### src/design/rgb2yuv_pkg.sv
// ----------------------------------------------------------------------------
// rgb2yuv_pkg
// Shared types and constants of the RGB to YCbCr 4:2:0 converter.
// ----------------------------------------------------------------------------
`default_nettype none

package rgb2yuv_pkg;

  // configuration port
  localparam int CFG_INDEX_W = 2;
  localparam int CFG_DATA_W  = 12;

  localparam logic [CFG_INDEX_W-1:0] REG_FRAME_WIDTH  = 2'd0;
  localparam logic [CFG_INDEX_W-1:0] REG_FRAME_HEIGHT = 2'd1;

  localparam logic [CFG_DATA_W-1:0] FRAME_WIDTH_RESET  = 12'd640;
  localparam logic [CFG_DATA_W-1:0] FRAME_HEIGHT_RESET = 12'd480;

  // size limits
  localparam int MAX_WIDTH_DEFAULT  = 2048;
  localparam int MAX_HEIGHT_DEFAULT = 2048;
  localparam int SIZE_W             = 14;

  // component and sum widths
  localparam int COMP_W  = 8;
  localparam int PAIR_W  = 9;
  localparam int BLOCK_W = 10;
  localparam int CHROMA_SUM_W = 20;

  // queue between front and back
  localparam int QUEUE_DEPTH = 4;

  // conversion constants
  localparam int LUMA_COEF_R   = 66;
  localparam int LUMA_COEF_G   = 129;
  localparam int LUMA_COEF_B   = 25;
  localparam int LUMA_SHIFT    = 8;
  localparam int LUMA_OFFSET   = 16;
  localparam int CB_COEF_R     = 38;
  localparam int CB_COEF_G     = 74;
  localparam int CB_COEF_B     = 112;
  localparam int CR_COEF_R     = 112;
  localparam int CR_COEF_G     = 94;
  localparam int CR_COEF_B     = 18;
  localparam int CHROMA_SHIFT  = 10;
  localparam int CHROMA_OFFSET = 128;

  // horizontal pair sums kept in the line buffer
  typedef struct packed {
    logic [PAIR_W-1:0] red;
    logic [PAIR_W-1:0] green;
    logic [PAIR_W-1:0] blue;
  } pair_sum_t;

  // word passed from front to back
  typedef struct packed {
    logic [COMP_W-1:0]  red;
    logic [COMP_W-1:0]  green;
    logic [COMP_W-1:0]  blue;
    logic               chroma;
    logic               frame_end;
    logic [BLOCK_W-1:0] sum_red;
    logic [BLOCK_W-1:0] sum_green;
    logic [BLOCK_W-1:0] sum_blue;
  } pix_word_t;

endpackage

`default_nettype wire

### src/design/rgb2yuv_queue.sv
// ----------------------------------------------------------------------------
// rgb2yuv_queue
// Short register FIFO between the front and back parts.
// ----------------------------------------------------------------------------
`default_nettype none

module rgb2yuv_queue #(
  parameter int WIDTH = 8,
  parameter int DEPTH = rgb2yuv_pkg::QUEUE_DEPTH
) (
  input  wire logic             clk,
  input  wire logic             rst,
  input  wire logic             push,
  input  wire logic [WIDTH-1:0] push_data,
  output logic                  full,
  input  wire logic             pop,
  output logic      [WIDTH-1:0] pop_data,
  output logic                  not_empty
);

  localparam int PW = (DEPTH > 1) ? $clog2(DEPTH) : 1;
  localparam int NW = $clog2(DEPTH + 1);

  logic [WIDTH-1:0] slots [DEPTH];
  logic [PW-1:0]    wr_ptr;
  logic [PW-1:0]    rd_ptr;
  logic [NW-1:0]    count;

  assign full      = count == NW'(DEPTH);
  assign not_empty = count != '0;
  assign pop_data  = slots[rd_ptr];

  // storage
  always_ff @(posedge clk) begin
    if (push) begin
      slots[wr_ptr] <= push_data;
    end
  end

  // pointers and fill count
  always_ff @(posedge clk) begin
    if (rst) begin
      wr_ptr <= '0;
      rd_ptr <= '0;
      count  <= '0;
    end else begin
      if (push) begin
        wr_ptr <= (wr_ptr == PW'(DEPTH - 1)) ? '0 : wr_ptr + PW'(1);
      end
      if (pop) begin
        rd_ptr <= (rd_ptr == PW'(DEPTH - 1)) ? '0 : rd_ptr + PW'(1);
      end
      case ({push, pop})
        2'b10:   count <= count + NW'(1);
        2'b01:   count <= count - NW'(1);
        default: count <= count;
      endcase
    end
  end

endmodule

`default_nettype wire

### config.mk
export PLATFORM = sky130hd
export DESIGN_NAME = rgb2yuv_queue
export DESIGN_NICKNAME = d
export VERILOG_FILES = /design/src/design/rgb2yuv_pkg.sv /design/src/design/rgb2yuv_queue.sv
export SDC_FILE = /design/constraint.sdc
export NUM_CORES = 1
export LEC_CHECK = 0
export BUFFER_PORTS_ARGS = -buffer_cell sky130_fd_sc_hd__buf_2
export CORE_MARGIN = 2
export CORE_UTILIZATION = 50
export DETAILED_ROUTE_END_ITERATION = 10
export PLACE_DENSITY = 0.79
export SLEW_MARGIN = 0
export SYNTH_ARGS = -nofsm -noshare
export SYNTH_HDL_FRONTEND = slang
export SYNTH_SLANG_ARGS = --single-unit
### constraint.sdc
create_clock -name clk -period 1.5 [get_ports clk]
set_input_delay 0.075 -clock clk [delete_from_list [all_inputs] [get_ports clk]]
set_output_delay 0.075 -clock clk [all_outputs]
set_load 0.02 [all_outputs]
# Word-level counts from Yosys, hierarchy flattened
# Memory sizes are Yosys's and may differ from the RTL's. A register that Yosys moved wholly into a read port is not among the register bits.
# Cells that the tools add are included.
dict set report op_classes {
  addsub 4
  eq_ne 5
  n_mux 7
  reduce_logical 2
}
# operator count
set ops {}
lappend ops {{2-bit 2-to-1 mux} 4}
lappend ops {{2-bit == test (second input constant)} 3}
lappend ops {{3-bit case mux with 2 select lines} 1}
lappend ops {{2-bit by 1-bit adder with 2-bit output (second input constant)} 2}
lappend ops {{3-bit by 1-bit adder with 3-bit output (second input constant)} 1}
lappend ops {{3-bit == test (second input constant)} 1}
lappend ops {{3-bit nonzero test} 1}
lappend ops {{3-bit by 1-bit subtractor with 3-bit output (second input constant)} 1}
lappend ops {{2-bit by 1-bit == test with 1-bit output (second input constant)} 1}
lappend ops {{1-bit 2-to-1 mux} 2}
lappend ops {{2-bit nonzero test} 1}
dict set report totals {
  reg_bits 7
  ramBits 32
  input_bits 12
  out_inout_bits 10
  word_cells 22
  mem_count 1
}
# memory depth width read_ports rd_ports_with_merged_regs wr line
set memory_table {}
lappend memory_table {slots 4 8 1 1 1 rgb2yuv_queue.sv:24} ;# logic [WIDTH-1:0] slots [DEPTH];

# Longest topological paths before layout
# Gate-level depths: netlist (run 1).
dict set report logic_depth {
  ltp_word 4
  mapped_depth 6
  depth_no_buf 6
}

# Least setup slack after synthesis (run 1)
# Ideal clock, no wire load.
dict set report synth_path {
  path_kind {reg2reg}
  start {register count[0]}
  end {register count[2]}
  setup_time_ns 0.070
  t_arrival_ns 1.305
  t_required_ns 1.430
  path_slack_ns 0.125
  path_stages_with_launch 5
  n_path_buf 0
  period_less_slack_ns 1.375
  path_cell_list {dfxtp_1 -> fa_1 -> xnor2_1 -> or3_1 -> a21oi_1}
}
dict set report synth_between {
  elab_chain_len 2
  word_cells_on_any_way 3
  classes_between {2 x add/sub; 1 x mux}
}
# item line
set synth_lines {}
lappend synth_lines {{from (decl)} rgb2yuv_queue.sv:27} ;# logic [NW-1:0] count;
lappend synth_lines {{from (signal assigned)} rgb2yuv_queue.sv:54} ;# 2'b10: count <= count + NW'(1);
lappend synth_lines {{from (signal assigned)} rgb2yuv_queue.sv:55} ;# 2'b01: count <= count - NW'(1);
lappend synth_lines {{from (signal assigned)} rgb2yuv_queue.sv:56} ;# default: count <= count;
lappend synth_lines {{3-bit by 1-bit subtractor with 3-bit output / 3-bit by 1-bit adder with 3-bit output (equally long branches)} {rgb2yuv_queue.sv:55, rgb2yuv_queue.sv:54}}
lappend synth_lines {{3-bit case mux with 2 select lines (*)} rgb2yuv_queue.sv:53} ;# case ({push, pop})
# Every way passes the cells marked *; elsewhere a longest branch is shown, timed or not.
# A chain may end at the register's enable or synchronous reset.

==> results by group, run 1 <==
Outcome
  – Outcome: finished, violations left
  – Failing checks: negative setup slack

Power and ir drop
  – Pleak: 0.765 nW
  – Switching fraction of total power: 21.6%
  – VDD IR max: 0.000775 V
  – Part of the power in the clock network: 29.8%
  – Net switching power: 513 uW
  – Power per cell area: 1170 mW/mm^2
  – Flop pwr share: 55.6%
  – Int Pwr: 1.87 mW
  – Combinational share of power: 14.6%

Worst setup path
  – Crit Path Category: reg -> out
  – Crit Path Max Fanout: 8
  – Crit path DAT: 1480 ps
  – Worst path required time: 1420 ps
  – Worst Setup End Kind: output pin
  – Worst setup SP type: flop

Clock network
  – Clk_lat worst skew: 330 ps
  – CTS tree: done
  – Max clock buf depth: 2
  – CTS H-tree lvls: 2
  – CTS root buffer: clkbuf_4
  – Reg clk slew, reported paths: about 100 ps
  – Sinks on Clock Net: between 40 and 50
  – Total CTS buffers: 5
  – Setup bufs post-CTS: 0

STA
  – Crit path time final: approximately 1600 ps
  – Clock Skew: 6.06 ps
  – Final period utilization: 104%
  – Fmax: 0.644 GHz
  – Relative slew slack: roughly 72%
  – Final Hold Vio Count: 0
  – Unrepaired setup endpoints after global routing: yes
  – WHS: 87.3 ps
  – Max Slew Vio Count: 0
  – Tightest Pin Transition: 415 ps
  – Count of final setup violators: 8
  – Final WS setup: -53.7 ps

Placement
  – Port Buffers: 21
  – Cell Area, Placed: between 0.0015 and 0.002 mm^2
  – Routability congestion estimate from global placement: 0.672

Logic synthesis
  – Commonest cells in the netlist: edfxtp_1 (32), dfxtp_1 (9), mux4_2 (8), ha_1 (6), nor2_1 (6)
  – Leading post-synthesis cells by cell area: edfxtp_1 (60%), dfxtp_1 (11%), mux4_2 (11%), ha_1 (4.7%), mux2i_1 (1.9%)
  – Synth area leader: edfxtp_1
  – Most frequent cell after synthesis: edfxtp_1
  – Mean post-synth cell area: 18.6 um^2
  – Yosys warns: 0
  – Synth Flop Type: edfxtp_1
  – EDFF count, synth: 32
  – Syn_nets: between 100 and 150
  – Yosys top cell area share: 60.1%
  – FF+latch count, synth: 41
  – Syn Inst Count: 86
  – Post-synthesis sequential area ratio: approximately 70%
  – Async set or reset register ratio after synthesis: 0%
  – Number of distinct library cells after synthesis: 17
  – Cell Area, Synth: 0.00160 mm^2

Global routing
  – Gr usage total: between 10% and 20%
  – Grt total ovfl: 0
  – Initial antenna violation count: 0
  – Largest net degree at the start of global routing: 13
  – First-pass GRT wire length: 3990 um
  – Vias in the first global route: 924

Drt
  – TritonRoute pass-1 iters: 4
  – Vias: slightly below 900
  – Wire per inst: 14.2 um
  – Via density: roughly 5
  – Initial drt markers: 33
  – Final wirelength: around 2400 um
  – Antenna Nets Post-Route: 0
  – Post-route DRC: 0

Layout
  – Nets@finish: 146
  – Post-layout instance area: slightly above 0.002 mm^2
  – Diodes inserted: 0
  – Fillers: 228
  – Share of cells above drive strength 1: 35.9%
  – Area Growth Syn to Fin: 27.4%

Floorplanning
  – Core area: about 0.0031 mm^2
  – Die X-Extent: approximately 61 um
  – Die height: 60.5 um
  – Initial core utilization: 52.3%
  – Num ports: 22
  – Num rows: 20
  – Die area: 0.00366 mm^2

Hold path
  – Hold Crit Class: in -> reg

Job
  – Maxcap violations: 0
[cell usage in the layout (no fill, tap or decap)]
master,n
edfxtp_1,32
mux2i_1,3
clkbuf_4,5
xnor2_1,1
bufinv_16,1
buf_12,1
buf_2,13
fa_2,1
dfxtp_2,1
nor2_1,6
xor2_1,1
dfxtp_4,1
nor3b_1,3
a21oi_2,1
mux4_2,8
clkbuf_8,1
ha_1,6
buf_4,5
clkbuf_1,1
or3_1,2
dlygate4sd3_1,9
dfxtp_1,7
and2_1,4
inv_1,4
buf_6,8
o21ai_0,1
a21oi_1,2
[area by class of cell]
cell class,count,area (um^2),share of cell area [%]
clock buffers,7,55.1,2.70
clock inverters,1,30.0,1.48
inverters,4,15.0,0.738
multi-input cells,39,432,21.2
flip-flops and latches,41,1150,56.3
well taps,44,55.1,2.70
repair buffers,36,303,14.9
[metal layers]
metal / track usage [%] / wire (um) / share of wire (%) / up-vias
met3: 4.05 / 110 / 4.5 / 7
met1: 16.9 / 970 / 40 / 425
met4: 9.63 / 53 / 2.2 / 0
met5: 0 / 0 / 0 / -
li1: - / - / - / 407
met2: 28.0 / 1310 / 53 / 26
[critical path: stages (launching register included)]
cell,delay [ps]
dfxtp_2,350
buf_12,140
mux4_2,510
buf_6,150
[power groups by stage]
stage	logic (mW)	registers (mW)	clock network, mW
5_1_grt	0.379	1.33	0.779
6_report	0.347	1.32	0.710
2_1_floorplan	0.195	1.33	0
3_3_place_gp	0.280	1.34	0
4_1_cts	0.346	1.32	0.729
3_5_place_dp	0.288	1.35	0
[timing repair]
| item | CTS | global route |
|---|---|---|
| hold endpoints to repair | 38 | 0 |
| hold buffers | 9 | 0 |
| resized for setup | 17 | 4 |
| endpoints found under the setup margin | 8 | 9 |
[metrics by stage]
| stage | power (mW) | std cells | util (%) | worst slack (ps) | TNS [ps] |
|---|---|---|---|---|---|
| floorplan | 1.53 | 86 | - | 125 | 0 |
| global placement | 1.62 | 155 | 58.9 | 64.0 | 0 |
| detailed placement | 1.63 | 155 | 58.9 | -0.387 | -0.387 |
| CTS | 2.40 | 172 | 66.4 | -79.2 | -567 |
| global route | 2.49 | 172 | 66.7 | -115 | -855 |
| finish | 2.38 | 172 | 66.7 | -53.7 | -366 |
[logic make-up after synthesis]
family,synth area share [%]
AOI/OAI and AO/OA,1.25
xor gates and xnor gates,1.10
adders and majority gates,5.95
buffers and inverters,1.96
DFF,71.4
muxes,13.2
and+or+nand+nor,5.17
[path summary, 6_finish.rpt]
kind	startpoint	end	slack [ps]	depth (start not counted)
worst max-delay path	flop	pop_data[2]	-50	3
worst min-delay path	push	wr_ptr[0]	90	4
worst max register to register	count[0]	count[2]	110	4
worst min register to register	count[2]	count[2]	540	2
[registers in the layout, indices dropped and copies added, names as in the netlist, named ones only]
signal	cells
slots	32
count	3
wr_ptr	2
rd_ptr	2
No activity file was read; power rests on OpenSTA's default activity.
==> run 2, diff against run 1 <==
--- a/config.mk
+++ b/config.mk
@@ -6,10 +6,12 @@
 export NUM_CORES = 1
 export LEC_CHECK = 0
 export BUFFER_PORTS_ARGS = -buffer_cell sky130_fd_sc_hd__buf_2
+export CELL_PAD_IN_SITES_DETAIL_PLACEMENT = 1
+export CELL_PAD_IN_SITES_GLOBAL_PLACEMENT = 1
 export CORE_MARGIN = 2
-export CORE_UTILIZATION = 50
+export CORE_UTILIZATION = 30
 export DETAILED_ROUTE_END_ITERATION = 10
-export PLACE_DENSITY = 0.79
+export PLACE_DENSITY = 0.6
 export SLEW_MARGIN = 0
 export SYNTH_ARGS = -nofsm -noshare
 export SYNTH_HDL_FRONTEND = slang
==> run 2 against run 1 <==
  * The run still ends with negative setup slack left
  * First-iteration DRC count is 12% higher
  * Largest cell class unchanged
  * Sequential share of layout area is 0.70 points lower
  * Worst setup slack gained 32 ps
  * Global-route usage fell by 4.9 points
==> results by group, run 2 (same netlist as run 1, synthesis figures left out) <==
Outcome
  – Outcome: finished, violations left
  – Failing checks: negative setup slack

STA
  – Final WS setup: -21.9 ps (+31.8 ps)
  – Final period utilization: 101% (-2.1 points)
  – Count of final setup violators: 6 (-2)
  – Tightest Pin Transition: 380 ps (-35.8 ps)
  – Relative slew slack: 74.7% (+2.4 points)
  – Unrepaired setup endpoints after global routing: yes
  – Crit path time final: 1520 ps (-31.8 ps)
  – Final Hold Vio Count: 0 (unchanged)
  – Max Slew Vio Count: 0 (unchanged)
  – Clock Skew: 4.63 ps (-1.44 ps)
  – WHS: 2.96 ps (-84.3 ps)
  – Fmax: 0.657 GHz (+2.1%)

Floorplanning
  – Initial core utilization: 31.1% (-21 points)
  – Die X-Extent: 77.0 um (+27%)
  – Num ports: 22 (unchanged)
  – Die height: 77.0 um (+27%)
  – Die area: 0.00593 mm^2 (+62%)
  – Core area: 0.00514 mm^2 (+68%)
  – Num rows: 26 (+30%)

Global routing
  – Initial antenna violation count: 0 (unchanged)
  – First-pass GRT wire length: 4770 um (+20%)
  – Vias in the first global route: 962 (+4.1%)
  – Gr usage total: 10.9% (-4.9 points)
  – Largest net degree at the start of global routing: 14 (+1)
  – Grt total ovfl: 0 (unchanged)

Placement
  – Port Buffers: 21 (unchanged)
  – Routability congestion estimate from global placement: 0.669 (-0.48%)
  – DP HPWL: 1960 um
  – Pre-CTS WS: -30.1 ps (-29.7 ps)

Clock network
  – CTS tree: done
  – Max clock buf depth: 2 (unchanged)
  – CTS H-tree lvls: 2 (unchanged)
  – Clk_lat worst skew: 290 ps (-40 ps)
  – Total CTS buffers: 5 (unchanged)
  – CTS root buffer: clkbuf_8
  – Reg clk slew, reported paths: 80 ps (-20 ps)
  – Sinks on Clock Net: 41 (unchanged)

Worst setup path
  – Crit Path Category: reg -> out
  – Crit path DAT: 1450 ps (-30 ps)
  – Critical Path, Cell by Cell: buf_6 > mux4_2 > buf_6
  – Worst Setup End Kind: output pin
  – Worst path required time: 1420 ps (about the same)
  – Crit Path Max Fanout: 5 (-3)
  – Critical Path Slowest Stage Cell: mux4_2
  – Most frequent CP cell: buf_6
  – Worst setup SP type: flop
  – WP buf/inv: 2 (unchanged)
  – Critical path's largest stage delay: 510 ps (about the same)
  – CP delay by family, top: multiplexers

Drt
  – Post-route DRC: 0 (unchanged)
  – Via density: 4.41 (-12%)
  – Initial drt markers: 37 (+12%)
  – Final wirelength: 2930 um (+20%)
  – Wire per inst: 14.9 um (+4.7%)
  – Antenna Nets Post-Route: 0 (unchanged)
  – Vias: 868 (+0.35%)
  – TritonRoute pass-1 iters: 4 (unchanged)

Layout
  – Nets@finish: 145 (-0.68%)
  – Diodes inserted: 0 (unchanged)
  – Most frequent cells in the layout: edfxtp_1 (32), buf_2 (13), buf_6 (10), mux4_2 (8)
  – Largest regs: slots: 32 flops, count: 3 flops
  – Share of cells above drive strength 1: 37.0% (+1.1 points)
  – Largest Register: slots
  – Fin util: 40.0% (-27 points)
  – Commonest non-fill, non-tap cell in the layout: edfxtp_1
  – Fillers: 537 (+140%)
  – Multi-input gate area: 432 um^2 (unchanged)
  – Max reg flops: 32 (unchanged)
  – Area Growth Syn to Fin: 28.7%
  – Register area: 0.00114 mm^2 (-0.22%)

Power and ir drop
  – Pleak: 0.759 nW (-0.81%)
  – Power per cell area: 1170 mW/mm^2 (+0.32%)
  – VDD IR max: 0.000385 V (-50%)

Hold path
  – Hold Crit Class: in -> reg

Job
  – Maxcap violations: 0 (unchanged)
-- run 2: cell count changes in the layout (fill, tap and decap cells not counted) --
cell / change
clkbuf_4: -5
bufinv_16: -1
buf_12: -1
buf_6: +2
dlygate4sd3_1: -2
clkbuf_8: +5
clkinvlp_4: +1
dfxtp_2: +1
dfxtp_4: -1
-- run 2: path summary, 6_finish.rpt --
path,startpoint,endpoint,slack [ps],cells after the start
setup / recovery,flop,pop_data[5],-20,3
hold / removal,push_data[0],slots[1][0],3,1
setup reg to reg,count[0],count[2],80,4
hold reg to reg,rd_ptr[1],rd_ptr[1],550,2
-- run 2: layout make-up --
type                       instances  area share (%)
clock buffer                       7            4.20
clock inverter                     1           0.365
inverter                           4           0.730
multi-input combinational         39            21.0
sequential                        41            55.6
tap                               70            4.26
timing repair buffer              35            13.9
-- run 2: metrics by stage --
step                      instance area (um^2)  instances  total power [mW]  TNS, ps
after detailed placement                  1830        182              1.64    -30.1
after global routing                      2060        197              2.53     -577
after global placement                    1830        182              1.62        0
final                                     2060        197              2.41    -98.1
after CTS                                 2040        196              2.44     -239
after floorplan                           1600         86              1.53        0
-- run 2: what timing repair did --
item | CTS | global route
endpoints found under the hold margin | 24 | 1
endpoints found under the setup margin | 8 | 9
setup buffers | 0 | 0
hold buffers | 6 | 1
gates resized for setup | 19 | 3
-- run 2: power by group --
part / switching (mW) / total, mW / internal, mW
Sequential: 0.0375 / 1.32 / 1.29
Combinational: 0.172 / 0.353 / 0.181
Clock: 0.363 / 0.736 / 0.373
-- run 2: metal layers --
metal | up-vias | track usage, % | share of wire [%]
met2 | 26 | 17.9 | 51
met3 | 5 | 2.71 | 4.8
li1 | 406 | - | -
met4 | 0 | 6.43 | 1.8
met5 | - | 0 | 0
met1 | 431 | 13.1 | 42
==> run 3, diff against run 2 <==
--- a/config.mk
+++ b/config.mk
@@ -5,13 +5,14 @@
 export SDC_FILE = /design/constraint.sdc
 export NUM_CORES = 1
 export LEC_CHECK = 0
+export ABC_AREA = 1
 export BUFFER_PORTS_ARGS = -buffer_cell sky130_fd_sc_hd__buf_2
 export CELL_PAD_IN_SITES_DETAIL_PLACEMENT = 1
 export CELL_PAD_IN_SITES_GLOBAL_PLACEMENT = 1
 export CORE_MARGIN = 2
 export CORE_UTILIZATION = 30
 export DETAILED_ROUTE_END_ITERATION = 10
-export PLACE_DENSITY = 0.6
+export PLACE_DENSITY = 0.63
 export SLEW_MARGIN = 0
 export SYNTH_ARGS = -nofsm -noshare
 export SYNTH_HDL_FRONTEND = slang
==> run 3 against run 2 <==
  * The flow finishes with violations (negative hold slack)
  * Synthesized area up 4.0%
  * Total power down 1.7%
  * Wire length up 17%
  * Critical path type unchanged
  * Combinational power is 2% lower
  * Clock skew up 3.1 ps
==> results by group, run 3 <==
Worst setup path
  – Worst setup SP type: flop
  – Crit Path Max Fanout: 10 (+5)
  – Reg2reg path depth: 6 (+2)
  – Crit Path Category: reg -> out
  – Crit path DAT: 1290 ps (-160 ps)
  – Worst Setup End Kind: output pin
  – Worst path required time: 1420 ps (about the same)

Layout
  – Largest Register: slots
  – Share of cells above drive strength 1: 23.3% (-14 points)
  – Commonest non-fill, non-tap cell in the layout: edfxtp_1
  – Fillers: 609 (+13%)
  – Most frequent cells in the layout: edfxtp_1 (32), nor2_1 (24), buf_2 (21), o21ai_0 (14), inv_1 (13)
  – Max reg flops: 32 (unchanged)
  – Area Growth Syn to Fin: 20.4%
  – Post-layout instance area: 0.00200 mm^2 (-2.7%)
  – Largest regs: slots: 32 flops, count: 3 flops
  – Nets@finish: 190 (+31%)
  – Diodes inserted: 0 (unchanged)

STA
  – Tightest Pin Transition: 385 ps (+5.09 ps)
  – Unrepaired setup endpoints after global routing: no
  – Relative slew slack: 74.3% (-0.33 points)
  – Max Slew Vio Count: 0 (unchanged)
  – WHS: -1.48 ps (-4.44 ps)
  – Final Hold Vio Count: 1 (+1)
  – Setup TNS Final: 0 ps (+98.1 ps)
  – Crit path time final: 1370 ps (-157 ps)
  – Clock Skew: 7.74 ps (+3.12 ps)
  – Final period utilization: 91.0% (-10 points)
  – Final WS setup: 135 ps (+157 ps)
  – Fmax: 0.733 GHz (+11%)
  – Count of final setup violators: 0 (-6)

Logic synthesis
  – Yosys warns: 0 (unchanged)
  – Cell Area, Synth: 0.00166 mm^2 (+4.0%)
  – Synth area leader: edfxtp_1
  – Post-synthesis sequential area ratio: 68.7% (-2.7 points)
  – Commonest cells in the netlist: edfxtp_1 (32), nor2_1 (24), o21ai_0 (15), inv_1 (14), nand2_1 (11)
  – Syn_nets: 156 (+49%)
  – Most frequent cell after synthesis: edfxtp_1
  – Synth Flop Type: edfxtp_1
  – Number of distinct library cells after synthesis: 19 (+2)
  – EDFF count, synth: 32 (unchanged)
  – Syn Inst Count: 137 (+59%)
  – Mean post-synth cell area: 12.1 um^2 (-35%)
  – FF+latch count, synth: 41 (unchanged)
  – Async set or reset register ratio after synthesis: 0% (unchanged)
  – Leading post-synthesis cells by cell area: edfxtp_1 (58%), dfxtp_1 (11%), nor2_1 (5.4%), ha_1 (4.5%), o21ai_0 (4.5%)
  – Yosys top cell area share: 57.8% (-2.3 points)

Drt
  – Initial drt markers: 35 (-5.4%)
  – Via density: 4.51 (+2.4%)
  – TritonRoute pass-1 iters: 4 (unchanged)
  – Post-route DRC: 0 (unchanged)
  – Antenna Nets Post-Route: 0 (unchanged)
  – Final wirelength: 3440 um (+17%)
  – Vias: 1101 (+27%)
  – Wire per inst: 14.1 um (-5.1%)

Global routing
  – Gr usage total: 12.1% (+1.1 points)
  – Grt total ovfl: 0 (unchanged)
  – First-pass GRT wire length: 5620 um (+18%)
  – Initial antenna violation count: 0 (unchanged)
  – Vias in the first global route: 1138 (+18%)
  – Largest net degree at the start of global routing: 17 (+3)

Hold path
  – Hold Crit Class: in -> reg
  – Cell depth of the worst hold path: 2 (+1)

Floorplanning
  – Initial core utilization: 30.5% (-0.54 points)
  – Num rows: 27 (+3.8%)
  – Num ports: 22 (unchanged)
  – Die area: 0.00615 mm^2 (+3.8%)
  – Die X-Extent: 78.4 um (+1.9%)
  – Die height: 78.4 um (+1.9%)
  – Core area: 0.00544 mm^2 (+5.8%)

Clock network
  – CTS root buffer: clkbuf_8
  – Clk_lat worst skew: 290 ps (about the same)
  – Setup bufs post-CTS: 0 (unchanged)
  – CTS H-tree lvls: 2 (unchanged)
  – Total CTS buffers: 5 (unchanged)
  – Max clock buf depth: 2 (unchanged)
  – CTS tree: done
  – Sinks on Clock Net: 41 (unchanged)
  – Reg clk slew, reported paths: 70 ps (about the same)

Job
  – Maxcap violations: 0 (unchanged)

Power and ir drop
  – VDD IR max: 0.000490 V (+27%)
  – Power per cell area: 1180 mW/mm^2 (+1.0%)
  – Pleak: 0.797 nW (+4.9%)

Placement
  – Pre-CTS WS: 13.4 ps (+43.5 ps)
  – Cell Area, Placed: 0.00186 mm^2 (+1.6%)
  – Port Buffers: 21 (unchanged)
  – DP HPWL: 2470 um (+25%)
  – Routability congestion estimate from global placement: 0.730 (+9.3%)

Outcome
  – Outcome: finished, violations left
  – Failing checks: negative hold slack
-- run 3: cell types whose count changed in the layout (fill, tap and decap cells not counted), moves of 8 or more --
cell,previous run,this run
inv_1,4,13
buf_2,13,21
nand2_1,0,11
buf_6,10,0
o21ai_0,1,14
o22ai_1,0,8
mux4_2,8,0
nor2_1,6,24
-- run 3: area by class of cell --
type	count	area (um^2)	area share (%)
clock buffers	5	68.8	3.44
inverters	15	61.3	3.06
well taps	72	90.1	4.50
flip-flops and latches	41	1140	57.2
multi-input cells	79	442	22.1
repair buffers	29	178	8.88
clock inverters	3	17.5	0.876
-- run 3: stage by stage --
stage / cells / total power [mW] / util, %
after CTS: 243 / 2.40 / 36.5
after global placement: 231 / 1.67 / 34.1
final: 244 / 2.37 / 36.8
after global routing: 244 / 2.49 / 36.8
after detailed placement: 231 / 1.70 / 34.1
after floorplan: 137 / 1.57 / -
-- run 3: metal layers --
| layer | track usage, % | wire length (um) | vias to the layer above |
|---|---|---|---|
| met5 | 0 | 0 | - |
| li1 | - | - | 539 |
| met4 | 4.21 | 48 | 0 |
| met2 | 20.9 | 1750 | 22 |
| met1 | 14.3 | 1510 | 533 |
| met3 | 3.45 | 128 | 7 |
-- run 3: kinds of logic after synthesis --
| group | count (synthesis) | share of synthesized area, % |
|---|---|---|
| compound gates | 29 | 9.79 |
| xor+xnor | 2 | 1.05 |
| buf+inv | 17 | 4.74 |
| simple gates | 41 | 10.0 |
| fa+ha+maj | 7 | 5.72 |
| flops | 41 | 68.7 |
-- run 3: worst max-delay path, stage by stage (launching register included) --
cell     delay (ps)
dfxtp_2         370
buf_4           180
o21ai_0         100
o22ai_1         170
buf_2           190
-- run 3: final timing paths --
check / startpoint / to / slack, ps
worst max register to register: count[0] / count[2] / 160
worst min register to register: rd_ptr[0] / flop / 510
worst min-delay path: rst / count[0] / -1
worst max-delay path: flop / pop_data[0] / 130
-- run 3: repair_timing --
action / CTS / global route
hold endpoints to repair: 16 / 4
endpoints found under the setup margin: 8 / 4
hold buffers: 4 / 1
gates resized for setup: 2 / 5
-- run 3: power breakdown --
part	internal (mW)	switching [mW]	total [mW]
Combinational	0.125	0.222	0.347
Sequential	1.29	0.0420	1.34
Clock	0.321	0.366	0.687
Total	1.74	0.630	2.37
